`src/wmpd_pkg.sv`:
```
// ----------------------------------------------------------------------------
// wmpd_pkg
// Shared types and constants for the wheel mixer and PWM drive pipeline.
// ----------------------------------------------------------------------------
package wmpd_pkg;

  localparam int NUM_WHEELS  = 4;   // wheel ports on the block
  localparam int WHEEL_COUNT = 4;   // wheels actually driven (2..4)
  localparam int DUTY_BITS   = 10;
  localparam logic [DUTY_BITS-1:0] DUTY_MAX = '1;

  localparam int VEL_W   = 16;
  localparam int CFG_DATA_W = 26;
  localparam int CFG_IDX_W  = 3;

  // wheel speed after mixing, Q.12
  localparam int SPD_W   = 22;
  // clamped speed, fits +-32767
  localparam int CLMP_W  = 16;
  // speed after reverse gain, fits +-65534
  localparam int GAIN_W  = 18;
  localparam int MAG_W   = GAIN_W - 1;
  localparam int RAW_W   = MAG_W + CFG_DATA_W;
  localparam int DUTY_SHIFT = 18;

  // mixing constants, Q.12
  localparam logic signed [13:0] K_ONE_P2   = 14'sd4915;
  localparam logic signed [13:0] K_SQRT3_2  = 14'sd3547;

  localparam logic [2:0] MODE_MECANUM = 3'd0;
  localparam logic [2:0] MODE_OMNI3   = 3'd1;
  localparam logic [2:0] MODE_OMNI4   = 3'd2;
  localparam logic [2:0] MODE_SKID    = 3'd3;
  localparam logic [2:0] MODE_DIFF    = 3'd4;

  localparam logic [CFG_IDX_W-1:0] REG_DRIVE_MODE   = 3'd0;
  localparam logic [CFG_IDX_W-1:0] REG_MAX_SPEED    = 3'd1;
  localparam logic [CFG_IDX_W-1:0] REG_DUTY_SCALE   = 3'd2;
  localparam logic [CFG_IDX_W-1:0] REG_WHEEL_RADIUS = 3'd3;
  localparam logic [CFG_IDX_W-1:0] REG_DEAD_ZONE    = 3'd4;
  localparam logic [CFG_IDX_W-1:0] REG_REVERSE_GAIN = 3'd5;

  typedef struct packed {
    logic [2:0]  drive_mode;
    logic [14:0] max_speed;
    logic [25:0] duty_scale;
    logic [14:0] wheel_radius;
    logic [14:0] dead_zone;
    logic [12:0] reverse_gain;
  } cfg_t;

  typedef struct packed {
    logic                    stop;
    logic signed [SPD_W-1:0] spd;
  } wheel_in_t;

endpackage

```
`src/wmpd_wheel.sv`:
```
// ----------------------------------------------------------------------------
// wmpd_wheel
// Per-wheel drive pipeline: clamp, reverse gain, round, duty product,
// then saturation, dead zone and direction.
// ----------------------------------------------------------------------------
module wmpd_wheel (
  input  logic                               clk,
  input  wmpd_pkg::wheel_in_t                wheel_i,
  input  wmpd_pkg::cfg_t                     cfg,
  output logic [wmpd_pkg::DUTY_BITS-1:0]     duty,
  output logic                               dir
);
  import wmpd_pkg::*;

  logic signed [SPD_W-1:0]  lim, nlim;
  logic signed [CLMP_W-1:0] c_r, c_nxt;
  logic                     stop1_r, stop2_r, stop3_r, stop4_r;
  logic signed [29:0]       prod_r, prod_nxt;
  logic signed [29:0]       prnd;
  logic signed [GAIN_W-1:0] s2_r, s2_nxt;
  logic signed [GAIN_W-1:0] dz, ndz;
  logic [MAG_W-1:0]         mag;
  logic [RAW_W-1:0]         raw_r, raw_nxt;
  logic                     pos_r, neg_r;
  logic [RAW_W-DUTY_SHIFT-1:0] hi;
  logic [DUTY_BITS-1:0]     d;
  logic [DUTY_BITS-1:0]     duty_r, duty_nxt;
  logic                     dir_r, dir_nxt;

  // clamp to +-max_speed
  always_comb begin
    lim  = $signed(SPD_W'(cfg.max_speed));
    nlim = -lim;
    if (wheel_i.spd > lim) begin
      c_nxt = lim[CLMP_W-1:0];
    end else if (wheel_i.spd < nlim) begin
      c_nxt = nlim[CLMP_W-1:0];
    end else begin
      c_nxt = wheel_i.spd[CLMP_W-1:0];
    end
  end

  // negative speeds take the reverse gain, positive ones pass at Q.24
  always_comb begin
    if (c_r < 0) begin
      prod_nxt = c_r * $signed({1'b0, cfg.reverse_gain});
    end else begin
      prod_nxt = 30'(c_r) <<< 12;
    end
    prnd   = (prod_r + 30'sd2048) >>> 12;
    s2_nxt = prnd[GAIN_W-1:0];
  end

  always_comb begin
    mag     = s2_r[GAIN_W-1] ? MAG_W'(-s2_r) : MAG_W'(s2_r);
    raw_nxt = RAW_W'(mag) * RAW_W'(cfg.duty_scale);
    dz      = $signed(GAIN_W'(cfg.dead_zone));
    ndz     = -dz;
  end

  always_comb begin
    hi = raw_r[RAW_W-1:DUTY_SHIFT];
    d  = (hi > (RAW_W-DUTY_SHIFT)'(DUTY_MAX)) ? DUTY_MAX : hi[DUTY_BITS-1:0];
    if (stop4_r) begin
      duty_nxt = DUTY_MAX;
      dir_nxt  = 1'b1;
    end else if (pos_r) begin
      duty_nxt = d;
      dir_nxt  = 1'b0;
    end else if (neg_r) begin
      duty_nxt = DUTY_MAX - d;
      dir_nxt  = 1'b1;
    end else begin
      duty_nxt = DUTY_MAX;
      dir_nxt  = 1'b1;
    end
  end

  always_ff @(posedge clk) begin
    c_r     <= c_nxt;
    stop1_r <= wheel_i.stop;
    prod_r  <= prod_nxt;
    stop2_r <= stop1_r;
    s2_r    <= s2_nxt;
    stop3_r <= stop2_r;
    raw_r   <= raw_nxt;
    pos_r   <= s2_r > dz;
    neg_r   <= s2_r < ndz;
    stop4_r <= stop3_r;
    duty_r  <= duty_nxt;
    dir_r   <= dir_nxt;
  end

  assign duty = duty_r;
  assign dir  = dir_r;

endmodule

```
`config.mk`:
```
export PLATFORM = sky130hd
export DESIGN_NAME = wmpd_wheel
export DESIGN_NICKNAME = d
export VERILOG_FILES = /design/src/wmpd_pkg.sv /design/src/wmpd_wheel.sv
export SDC_FILE = /design/constraint.sdc
export NUM_CORES = 2
export LEC_CHECK = 0
export BUFFER_PORTS_ARGS = -buffer_cell sky130_fd_sc_hd__buf_2
export CAP_MARGIN = 20
export CORE_MARGIN = 1.5
export CORE_UTILIZATION = 53
export DETAILED_ROUTE_END_ITERATION = 10
export GPL_TIMING_DRIVEN = 0
export PLACE_DENSITY = 0.7
export SLEW_MARGIN = 10
export SYNTH_ARGS = -nofsm -noshare
export SYNTH_HDL_FRONTEND = slang
export SYNTH_SLANG_ARGS = --single-unit
```
`constraint.sdc`:
```
create_clock -name clk -period 6.9 [get_ports clk]
set_input_delay 0.69 -clock clk [delete_from_list [all_inputs] [get_ports clk]]
set_output_delay 0.69 -clock clk [all_outputs]
set_load 0.05 [all_outputs]
```
==> impl_results.md <==
* # clock sinks at 95
* Post-Syn Nets at between 3000 and 4000
* Fin crit share at 113%
* Post-synth EDFFs at 0
* Die ar. at approximately 0.051 mm2
* Compound-cell area share of the yosys netlist at 5.58%
* Synthesis-stage register bit count at 95
* GRT overflow at 0
* Slew margin rel. at 45.8%
* # DRC at 0
* Largest family of logic cells by synthesized area: adder cells
* Hold Path Class: register to register
* Skew final at 0.00956 ns
* Floorplan Core Area at 0.0491 mm2
* Yosys warnings at 0
* Synth area leaders: fa_1 (42%), ha_1 (12%), inv_1 (9.9%)
* RSZ-0062 raised after global routing: yes
* Pre-antenna DRT Iters at 5
* DR vias at 20300
* Status: finished with violations
* H-tree depth at 3
* CTS Hold Bufs at 0
* Post-synth top flop: dfxtp_1
* Setup ws final at -0.891 ns
* Critical-path top delay cell: fa_2
* Crit Path Class: register to register
* Slowest stage delay, CP at 0.57 ns
* Vias per cell at around 5.3
* Sequential fraction of the synthesis area at 7.21%
* Startpoint types: register
* Synth Instances at 2970
* Die X at around 230 um
* Port Buffers at 90
* Crit-path max FO at 5
* Aggregate global-route resource usage at 29.1%
* Layout area overhead at 12.3%
* Rows at a little over 80
* DRT Wirelength at 70400 um
* Data required, critical path at 7.18 ns
* Hold_ws at 0.329 ns
* # setup viols final at 25
* Synth Area in Adders at 54.6%
* Fin crit period at 7.79 ns
* Fin. max-slew vios at 0
* Most numerous cell in the Yosys netlist: inv_1
* Mux share of post-synthesis cell area at 1.46%
* Worst setup EP type: register
* Die Ht at 226 um
* Top cell type's share of synthesized area at 42.3%
* Post-synth top area cell: fa_1
* First-pass GRT wire length at 115000 um
* 1st-iter DRT viols at 1323
* Hold Violations, Final at 0
* Initial core utilization at between 50% and 60%
* Post-synthesis async set-or-reset flop share at 0%
* Total CTS buffers at 9
* Most common cell on crit path: fa_1
* Detail Route Antenna Nets at 0
* Critical path arrival at 8.07 ns
* CTS tree: yes
* Post-synth top cells: inv_1 (699), fa_1 (558), nand2_1 (474), ha_1 (259), and2_1 (243)
* Share of layout cells above drive strength 1 at 12.1%
* Setup tns final at -15.50 ns
* Failing checks: negative setup slack
* Final Net Count at about 4000
* DP HPWL at 59100 um
* Post-Synth XOR/XNOR Area at between 3 and 4%
* Wirelength per Cell at 18.5 um
* Vias in the first global route at 22300
* Cell variety after synth at 60
* Mapped cell area at 0.0264 mm2
* Clk buf depth at 2
* Antenna violations before repair at 4
* Largest net degree at the start of global routing at 19
* Simple-gate share of the synthesized area at about 16%
* Post-Syn Area per Cell at 8.88 um2
* GPL Wtd Cong at between 0.9 and 1
* Io pins at 122
* Max_cap viols at 0
* Fmax at 128 MHz
* CTS root buffer: clkbuf_16
* Worst slew pin tran at 0.813 ns
* Worst skew pair latency at 0.37 ns
* Clk slew on worst S/H paths at 0.07 ns
==> flip-flops by register name, summed over array words and instances, names as in the netlist <==
| signal | flops |
|---|---|
| raw_r | 25 |
| prod_r | 19 |
| s2_r | 18 |
| c_r | 16 |
| duty | 10 |
| dir | 1 |
| neg_r | 1 |
| pos_r | 1 |
| stop1_r | 1 |
| stop2_r | 1 |
| stop3_r | 1 |
| stop4_r | 1 |
==> kinds of logic after synthesis <==
| group | count (synthesis) |
|---|---|
| xor+xnor | 103 |
| mux | 35 |
| simple gates | 882 |
| fa+ha+maj | 817 |
| buf+inv | 817 |
| flops | 95 |
| compound gates | 221 |
==> worst max-delay path, delay by kind of cell, from the launching register on <==
| kind | cells | cell delay (ns) |
|---|---|---|
| adder cells (fa/ha/maj) | 7 | 3.29 |
| AND/OR/NAND/NOR | 8 | 1.99 |
| AO/OA/AOI/OAI | 6 | 1.14 |
| buffers and inverters | 5 | 0.55 |
| XOR/XNOR | 2 | 0.36 |
| flip-flops | 1 | 0.35 |
==> layer usage <==
metal	up-vias	share of wire, %	global-route usage (%)
li1	9237	-	-
met1	10200	39	35.6
met2	702	49	50.3
met3	167	6.9	4.28
met4	2	5.0	14.7
met5	-	0.018	0
==> area by class of cell <==
class,count,area (um2)
diodes,2,5.00
plain buffers,116,612
clock buffers,9,225
clock inverters,7,92.6
fillers,4279,19400
inverters,699,2620
multi-input cells,2058,22200
flip-flops and latches,95,1910
well taps,664,831
repair buffers,158,1100
==> metrics by stage <==
| stage | worst slack, ns | util, % | instances | cell area (um2) |
|---|---|---|---|---|
| 5_1_grt | -1.08 | 60.4 | 3806 | 29600 |
| 3_3_place_gp | -1.69 | 56.8 | 3724 | 27900 |
| 4_1_cts | -0.830 | 59.7 | 3792 | 29300 |
| 3_5_place_dp | -1.73 | 56.8 | 3725 | 27900 |
| 6_report | -0.891 | 60.4 | 3808 | 29600 |
| 2_1_floorplan | -0.187 | - | 2970 | 26600 |
==> layout by cell type, fill, tap and decap left out, types with 7 or more instances in the layout <==
| cell type | netlist | layout |
|---|---|---|
| inv_1 | 699 | 694 |
| fa_1 | 558 | 545 |
| nand2_1 | 474 | 470 |
| ha_1 | 259 | 249 |
| and2_1 | 243 | 238 |
| buf_2 | 1 | 92 |
| dfxtp_1 | 95 | 90 |
| clkbuf_1 | 109 | 60 |
| xnor2_1 | 75 | 60 |
| buf_4 | 1 | 52 |
| a21o_1 | 41 | 40 |
| nor2_1 | 46 | 40 |
| a21oi_1 | 49 | 37 |
| o21ai_0 | 40 | 33 |
| mux2_2 | 27 | 27 |
| clkbuf_2 | 0 | 26 |
| xor2_1 | 28 | 22 |
| nand4_1 | 21 | 21 |
| nand3_1 | 21 | 21 |
| nor3_1 | 16 | 14 |
| o21a_1 | 13 | 13 |
| fa_2 | 0 | 13 |
| o21bai_1 | 14 | 12 |
| buf_6 | 0 | 12 |
| nor4_1 | 11 | 11 |
| a21oi_2 | 0 | 10 |
| clkbuf_4 | 0 | 9 |
| xnor2_2 | 0 | 9 |
| and3_1 | 9 | 9 |
| ha_4 | 0 | 9 |
| clkbuf_16 | 0 | 9 |
| nor2b_1 | 8 | 8 |
| mux2i_1 | 8 | 8 |
| a2bb2oi_1 | 8 | 8 |
| buf_1 | 7 | 7 |
| or3_1 | 9 | 7 |
==> path summary, 6_finish.rpt <==
check	from	endpoint	slack [ns]	cells after the start
min reg2reg	stop3_r	stop4_r	0.33	0
max	s2_r[4]	raw_r[25]	-0.89	28
min	stop3_r	stop4_r	0.33	0
max reg2reg	s2_r[4]	raw_r[25]	-0.89	28
==> what timing repair did <==
action	in CTS	in global routing
endpoints found under the setup margin	35	35
resized for setup	134	90
pin swaps	45	20
cloned	2	0
buffers inserted	50	16
Power is not shown: default switching activity piles up to over one toggle a cycle in this logic, so the estimate is an artifact.
