`config.mk`:
```
export PLATFORM = sky130hd
export DESIGN_NAME = wmpd_mix
export DESIGN_NICKNAME = d
export VERILOG_FILES = /design/src/wmpd_pkg.sv /design/src/wmpd_mix.sv
export SDC_FILE = /design/constraint.sdc
export NUM_CORES = 2
export LEC_CHECK = 0
export ABC_AREA = 0
export BUFFER_PORTS_ARGS = -buffer_cell sky130_fd_sc_hd__buf_2
export CAP_MARGIN = 20
export CORE_ASPECT_RATIO = 0.75
export CORE_MARGIN = 2
export CORE_UTILIZATION = 58
export CTS_CLUSTER_DIAMETER = 80
export DETAILED_ROUTE_END_ITERATION = 16
export PLACE_DENSITY = 0.83
export SYNTH_ARGS = -nofsm -noshare
export SYNTH_HDL_FRONTEND = slang
export SYNTH_SLANG_ARGS = --single-unit
```
`constraint.sdc`:
```
create_clock -name clk -period 6.3 [get_ports clk]
set_input_delay 0 -clock clk [delete_from_list [all_inputs] [get_ports clk]]
set_output_delay 0 -clock clk [all_outputs]
set_load 0.02 [all_outputs]
```
`src/wmpd_pkg.sv`:
```
// ----------------------------------------------------------------------------
// wmpd_pkg
// Shared types and constants for the wheel mixer and PWM drive pipeline.
// ----------------------------------------------------------------------------
package wmpd_pkg;

  localparam int NUM_WHEELS  = 4;   // wheel ports on the block
  localparam int WHEEL_COUNT = 4;   // wheels actually driven (2..4)
  localparam int DUTY_BITS   = 10;
  localparam logic [DUTY_BITS-1:0] DUTY_MAX = '1;

  localparam int VEL_W   = 16;
  localparam int CFG_DATA_W = 26;
  localparam int CFG_IDX_W  = 3;

  // wheel speed after mixing, Q.12
  localparam int SPD_W   = 22;
  // clamped speed, fits +-32767
  localparam int CLMP_W  = 16;
  // speed after reverse gain, fits +-65534
  localparam int GAIN_W  = 18;
  localparam int MAG_W   = GAIN_W - 1;
  localparam int RAW_W   = MAG_W + CFG_DATA_W;
  localparam int DUTY_SHIFT = 18;

  // mixing constants, Q.12
  localparam logic signed [13:0] K_ONE_P2   = 14'sd4915;
  localparam logic signed [13:0] K_SQRT3_2  = 14'sd3547;

  localparam logic [2:0] MODE_MECANUM = 3'd0;
  localparam logic [2:0] MODE_OMNI3   = 3'd1;
  localparam logic [2:0] MODE_OMNI4   = 3'd2;
  localparam logic [2:0] MODE_SKID    = 3'd3;
  localparam logic [2:0] MODE_DIFF    = 3'd4;

  localparam logic [CFG_IDX_W-1:0] REG_DRIVE_MODE   = 3'd0;
  localparam logic [CFG_IDX_W-1:0] REG_MAX_SPEED    = 3'd1;
  localparam logic [CFG_IDX_W-1:0] REG_DUTY_SCALE   = 3'd2;
  localparam logic [CFG_IDX_W-1:0] REG_WHEEL_RADIUS = 3'd3;
  localparam logic [CFG_IDX_W-1:0] REG_DEAD_ZONE    = 3'd4;
  localparam logic [CFG_IDX_W-1:0] REG_REVERSE_GAIN = 3'd5;

  typedef struct packed {
    logic [2:0]  drive_mode;
    logic [14:0] max_speed;
    logic [25:0] duty_scale;
    logic [14:0] wheel_radius;
    logic [14:0] dead_zone;
    logic [12:0] reverse_gain;
  } cfg_t;

  typedef struct packed {
    logic                    stop;
    logic signed [SPD_W-1:0] spd;
  } wheel_in_t;

endpackage

```
`src/wmpd_mix.sv`:
```
// ----------------------------------------------------------------------------
// wmpd_mix
// Two-stage mixer: products of the velocity command, then the per-wheel sums
// rounded to Q.12 with unused wheels flagged.
// ----------------------------------------------------------------------------
module wmpd_mix (
  input  logic                                  clk,
  input  logic                                  rst_n,
  input  logic                                  in_valid,
  input  logic signed [wmpd_pkg::VEL_W-1:0]     vel_x,
  input  logic signed [wmpd_pkg::VEL_W-1:0]     vel_y,
  input  logic signed [wmpd_pkg::VEL_W-1:0]     yaw_rate,
  input  wmpd_pkg::cfg_t                        cfg,
  output logic                                  out_valid,
  output wmpd_pkg::wheel_in_t                   wheel_o [wmpd_pkg::NUM_WHEELS]
);
  import wmpd_pkg::*;

  // stage 1
  logic                    v1_r;
  logic signed [VEL_W-1:0] vx_r, vy_r;
  logic signed [31:0]      w_r, w_nxt;
  logic signed [27:0]      px_r, px_nxt;
  logic signed [28:0]      py_r, py_nxt;
  logic [2:0]              mode_r;

  // stage 2
  logic                    v2_r;
  wheel_in_t               wheel_r   [NUM_WHEELS];
  wheel_in_t               wheel_nxt [NUM_WHEELS];

  logic signed [33:0] tx, ty, tyh, tpx, tpy, tw;
  logic signed [33:0] base [NUM_WHEELS];
  logic signed [33:0] sum  [NUM_WHEELS];
  logic signed [33:0] rnd  [NUM_WHEELS];
  logic [2:0]         used;

  always_comb begin
    w_nxt  = yaw_rate * $signed({1'b0, cfg.wheel_radius});
    px_nxt = vel_x * K_SQRT3_2;
    py_nxt = vel_y * K_ONE_P2;
  end

  always_ff @(posedge clk) begin
    if (!rst_n) begin
      v1_r <= 1'b0;
      v2_r <= 1'b0;
    end else begin
      v1_r <= in_valid;
      v2_r <= v1_r;
    end
  end

  always_ff @(posedge clk) begin
    vx_r   <= vel_x;
    vy_r   <= vel_y;
    w_r    <= w_nxt;
    px_r   <= px_nxt;
    py_r   <= py_nxt;
    mode_r <= cfg.drive_mode;
  end

  // all terms at Q.24
  always_comb begin
    tx  = 34'(vx_r) <<< 12;
    ty  = 34'(vy_r) <<< 12;
    tyh = 34'(vy_r) <<< 11;
    tpx = 34'(px_r);
    tpy = 34'(py_r);
    tw  = 34'(w_r);
    for (int k = 0; k < NUM_WHEELS; k++) begin
      base[k] = '0;
    end
    used = 3'd0;
    case (mode_r)
      MODE_MECANUM: begin
        base[0] = tx + ty;
        base[1] = tx - ty;
        base[2] = -tx - ty;
        base[3] = ty - tx;
        used    = 3'd4;
      end
      MODE_OMNI3: begin
        base[0] = tpy;
        base[1] = tpx - tyh;
        base[2] = -tyh - tpx;
        used    = 3'd3;
      end
      MODE_OMNI4: begin
        base[0] = tx;
        base[1] = -ty;
        base[2] = -tx;
        base[3] = ty;
        used    = 3'd4;
      end
      MODE_SKID: begin
        base[0] = tx;
        base[1] = tx;
        base[2] = -tx;
        base[3] = -tx;
        used    = 3'd4;
      end
      MODE_DIFF: begin
        base[0] = tx;
        base[1] = -tx;
        used    = 3'd2;
      end
      default: begin
        used = 3'd0;
      end
    endcase
    for (int k = 0; k < NUM_WHEELS; k++) begin
      sum[k] = base[k] + tw;
      // round half up to Q.12
      rnd[k] = (sum[k] + 34'sd2048) >>> 12;
      wheel_nxt[k].spd  = rnd[k][SPD_W-1:0];
      wheel_nxt[k].stop = (3'(k) >= used) || (k >= WHEEL_COUNT);
    end
  end

  always_ff @(posedge clk) begin
    for (int k = 0; k < NUM_WHEELS; k++) begin
      wheel_r[k] <= wheel_nxt[k];
    end
  end

  assign out_valid = v2_r;
  always_comb begin
    for (int k = 0; k < NUM_WHEELS; k++) begin
      wheel_o[k] = wheel_r[k];
    end
  end

`ifndef NO_ASSERTIONS
  a_diff_stops_upper: assert property (@(posedge clk) disable iff (!rst_n)
    (v1_r && mode_r == MODE_DIFF) |=> (wheel_r[2].stop && wheel_r[3].stop))
    else $error("two-wheel mode left an upper wheel running");

  a_omni3_stops_last: assert property (@(posedge clk) disable iff (!rst_n)
    (v1_r && mode_r == MODE_OMNI3) |=> (wheel_r[3].stop && !wheel_r[0].stop))
    else $error("three-wheel mode wheel flags wrong");

  a_bad_mode_stops_all: assert property (@(posedge clk) disable iff (!rst_n)
    (v1_r && mode_r != MODE_MECANUM && mode_r != MODE_OMNI3 && mode_r != MODE_OMNI4
     && mode_r != MODE_SKID && mode_r != MODE_DIFF) |=> wheel_r[0].stop)
    else $error("unknown drive mode did not stop wheel 0");
`endif

endmodule

```
==> flow_summary_export.csv <==
group,metric,value,unit
critical_path,reg2reg_depth,25,
critical_path,timing.rr.start,"py_r[0]$_DFF_P_",
global_route,grt_use_total,30.9,%
sta,slew_viol_final,0,
sta,fin_crit_sh,95.7,%
clock_tree,cts_tree,"done",
sta,slew-limit-headroom,31.0,%
floorplanning,die_area,0.0636,sq mm
final_layout,final_cell_area,0.0391,sq mm
floorplanning,placementRows,78,
routing,first_iter_violations,2561,
yosys,synth_cells,4016,
yosys,yosys_most_used_dff,"dfxtp_1",
critical_path,r2r_end,"wheel_r[1][21]$_DFF_P_",
critical_path,path_common_cell,"fa_1",
floorplanning,start_util,58.8,%
place,port_buffers,161,
final_layout,drive_above_1_share,7.27,%
routing,vias,29000,
routing,postRouteAntennaNets,0,
yosys,ys_ff_latch,216,
hold_path,hold_end,"mode_r[0]$_DFF_P_",
hold_path,hp-start,"cfg[84]",
outcome,outcome,"completed",
floorplanning,die_w,291,um
routing,wl,97900,um
hold_path,min_path_cells,2,
global_route,grt_max_degree,45,
clock_tree,insertion_delay,0.59,ns
yosys,ys_seq_area_share,12.1,%
critical_path,critPathMaxFanout,8,
sta,tightest_slew,1.02,ns
clock_tree,clkTransAtPathRegs,0.06,ns
sta,finalHoldViolations,0,
routing,post_drt_wl_per_cell,19.4,um
place,detailed_place_hpwl,81500,um
sta,timing.final.ws_setup,0.272,ns
yosys,async_flop_share,0,%
global_route,grt_pass1_wl,155000,um
final_layout,antenna_cells,0,
final_layout,multi_input_comb_area,0.0283,sq mm
critical_path,critPathCaptureType,"register",
clock_tree,cts_sinks,216,
yosys,synth.distinct_cells,81,
yosys,syn-mean-instance-area,8.90,sq um
critical_path,cp_data_arrival_time,6.53,ns
hold_path,hp-class,"input pin to register",
final_layout,seq_area,0.00433,sq mm
sta,min_period,6.03,ns
critical_path,slowest_stage,"fa_1",
place,place_ws,0.0287,ns
routing,firstDrtPassIters,5,
final_layout,final_util,64.4,%
critical_path,reg2reg_slack,0.31,ns
yosys,synth.yosys.warnings,0,
routing,route.detailed.drc,0,
critical_path,cp.required,6.80,ns
sta,fmax,166,MHz
clock_tree,ctsLongestPathBuffers,3,
sta,setup_viol,0,
global_route,first_global_vias,28900,
place,routabilityCongestion,0.997,
sta,rsz0062_at_grt,"true",
yosys,syn_nets,5226,
critical_path,critPathMaxStageDelay,0.55,ns
yosys,netlist_area,0.0357,sq mm
routing,viasPerCell,5.75,
global_route,grt_antenna_before_repair,2,
clock_tree,clock-root-buffer,"clkbuf_16",
final_layout,area_delta_synth_final,9.40,%
global_route,grt_overflow,0,
floorplanning,num_io_pins,231,
yosys,synth_edf_count,0,
critical_path,crit_type,"input pin to register",
job,maxCapViolations,0,
clock_tree,cts_max_level,1,
final_layout,num-fill-cells,4932,
place,place_area,0.0377,sq mm
clock_tree,numCtsBuffers,27,
final_layout,fin_nets,5426,
floorplanning,die_h,219,um
critical_path,cp-start-kind,"input pin",
sta,clock_skew,0.0141,ns
floorplanning,coreArea,0.0607,sq mm
==> how the worst max path moves through the flow <==
stage	from	to	slack, ns
global placement	cfg[34]	w_r[31]$_DFF_P_	0.16
global route	yaw_rate[1]	w_r[31]$_DFF_P_	-0.02
detailed placement	cfg[34]	w_r[31]$_DFF_P_	0.03
CTS	yaw_rate[1]	w_r[31]$_DFF_P_	0.24
finish	yaw_rate[1]	w_r[25]$_DFF_P_	0.27
floorplan	yaw_rate[9]	w_r[31]$_DFF_P_	0.50
==> kinds of logic (layout without fill, tap and decap cells) <==
kind of cell | Yosys count | count (layout) | share of synthesized area [%]
XOR/XNOR | 271 | 271 | 6.67
AO/OA/AOI/OAI | 767 | 767 | 14.2
adder cells (fa/ha/maj) | 1072 | 1072 | 46.6
multiplexers | 16 | 16 | 0.455
AND/OR/NAND/NOR | 857 | 857 | 11.4
flip-flops | 216 | 216 | 12.1
buffers and inverters | 817 | 1038 | 8.62
==> state kept, by name, summed over array words and instances, names as in the netlist <==
register / count
w_r: 32
vy_r: 15
vx_r: 15
out_valid: 1
wheel_r: 92
v1_r: 1
mode_r: 3
py_r: 29
px_r: 28
==> synthesized netlist by cell type (all sizes together), types with 32 or more instances <==
cell type / n / area [sq um]
nor2b: 36 / 225
a21o: 84 / 631
a21oi: 212 / 1060
clkbuf: 78 / 293
o21ai: 170 / 851
o21bai: 45 / 338
xor2: 60 / 526
nand2: 264 / 991
o21a: 39 / 294
nor2: 218 / 818
nand3: 41 / 205
dfxtp: 216 / 4320
fa: 430 / 8610
nor3: 64 / 320
and3: 32 / 200
xnor2: 211 / 1860
ha: 642 / 8030
and2: 124 / 776
inv: 722 / 2710
==> layout by cell type, fill, tap and decap left out, types with 41 or more instances in the layout <==
cell             n
buf_4           63
and2_1         124
fa_1           430
nand2_1        264
dfxtp_1        213
ha_1           642
dlygate4sd3_1   41
o21ai_0        165
nor2_1         218
nand3_1         41
xor2_1          60
buf_2          160
a21o_1          84
a21oi_1        210
xnor2_1        210
nor3_1          62
o21bai_1        45
inv_1          722
==> layout make-up <==
type / instances / share of cell area (%)
Tap cell: 800 / 2.56
Timing Repair Buffer: 265 / 4.33
Multi-Input combinational cell: 2983 / 72.5
Clock buffer: 30 / 1.78
Inverter: 723 / 6.94
Clock inverter: 20 / 0.791
Sequential cell: 216 / 11.1
==> per-stage QoR <==
stage,instances,setup TNS (ns),hold WS (ns)
after floorplan,4016,0,0.0277
after global placement,4946,0,0.106
after detailed placement,4946,0,0.111
after CTS,5037,0,0.0462
after global routing,5037,-0.0183,0.0612
final,5037,0,0.0667
==> metal layers <==
layer	track usage [%]	vias up	share of wire, %
li1	-	13600	-
met1	44.4	13900	44
met2	46.8	1281	41
met3	5.62	193	11
met4	10.5	0	4.0
met5	0	-	0
==> critical path: cells and delay by family <==
family	cells	cell delay, ns
AOI/OAI and AO/OA	8	1.65
and+or+nand+nor	3	0.32
buffers and inverters	6	1.06
xor gates and xnor gates	1	0.16
adders and majority gates	7	3.34
==> timing repair <==
| item | in CTS | in global routing |
|---|---|---|
| hold endpoints to repair | 41 | 0 |
| buffers inserted | 0 | 0 |
| setup endpoints to repair | 0 | 7 |
| resized for setup | 0 | 5 |
| hold buffers | 41 | 0 |
Power is left out: the tool's default activity adds up to more than one toggle a clock period on the data nets, which glitch-free logic cannot reach.
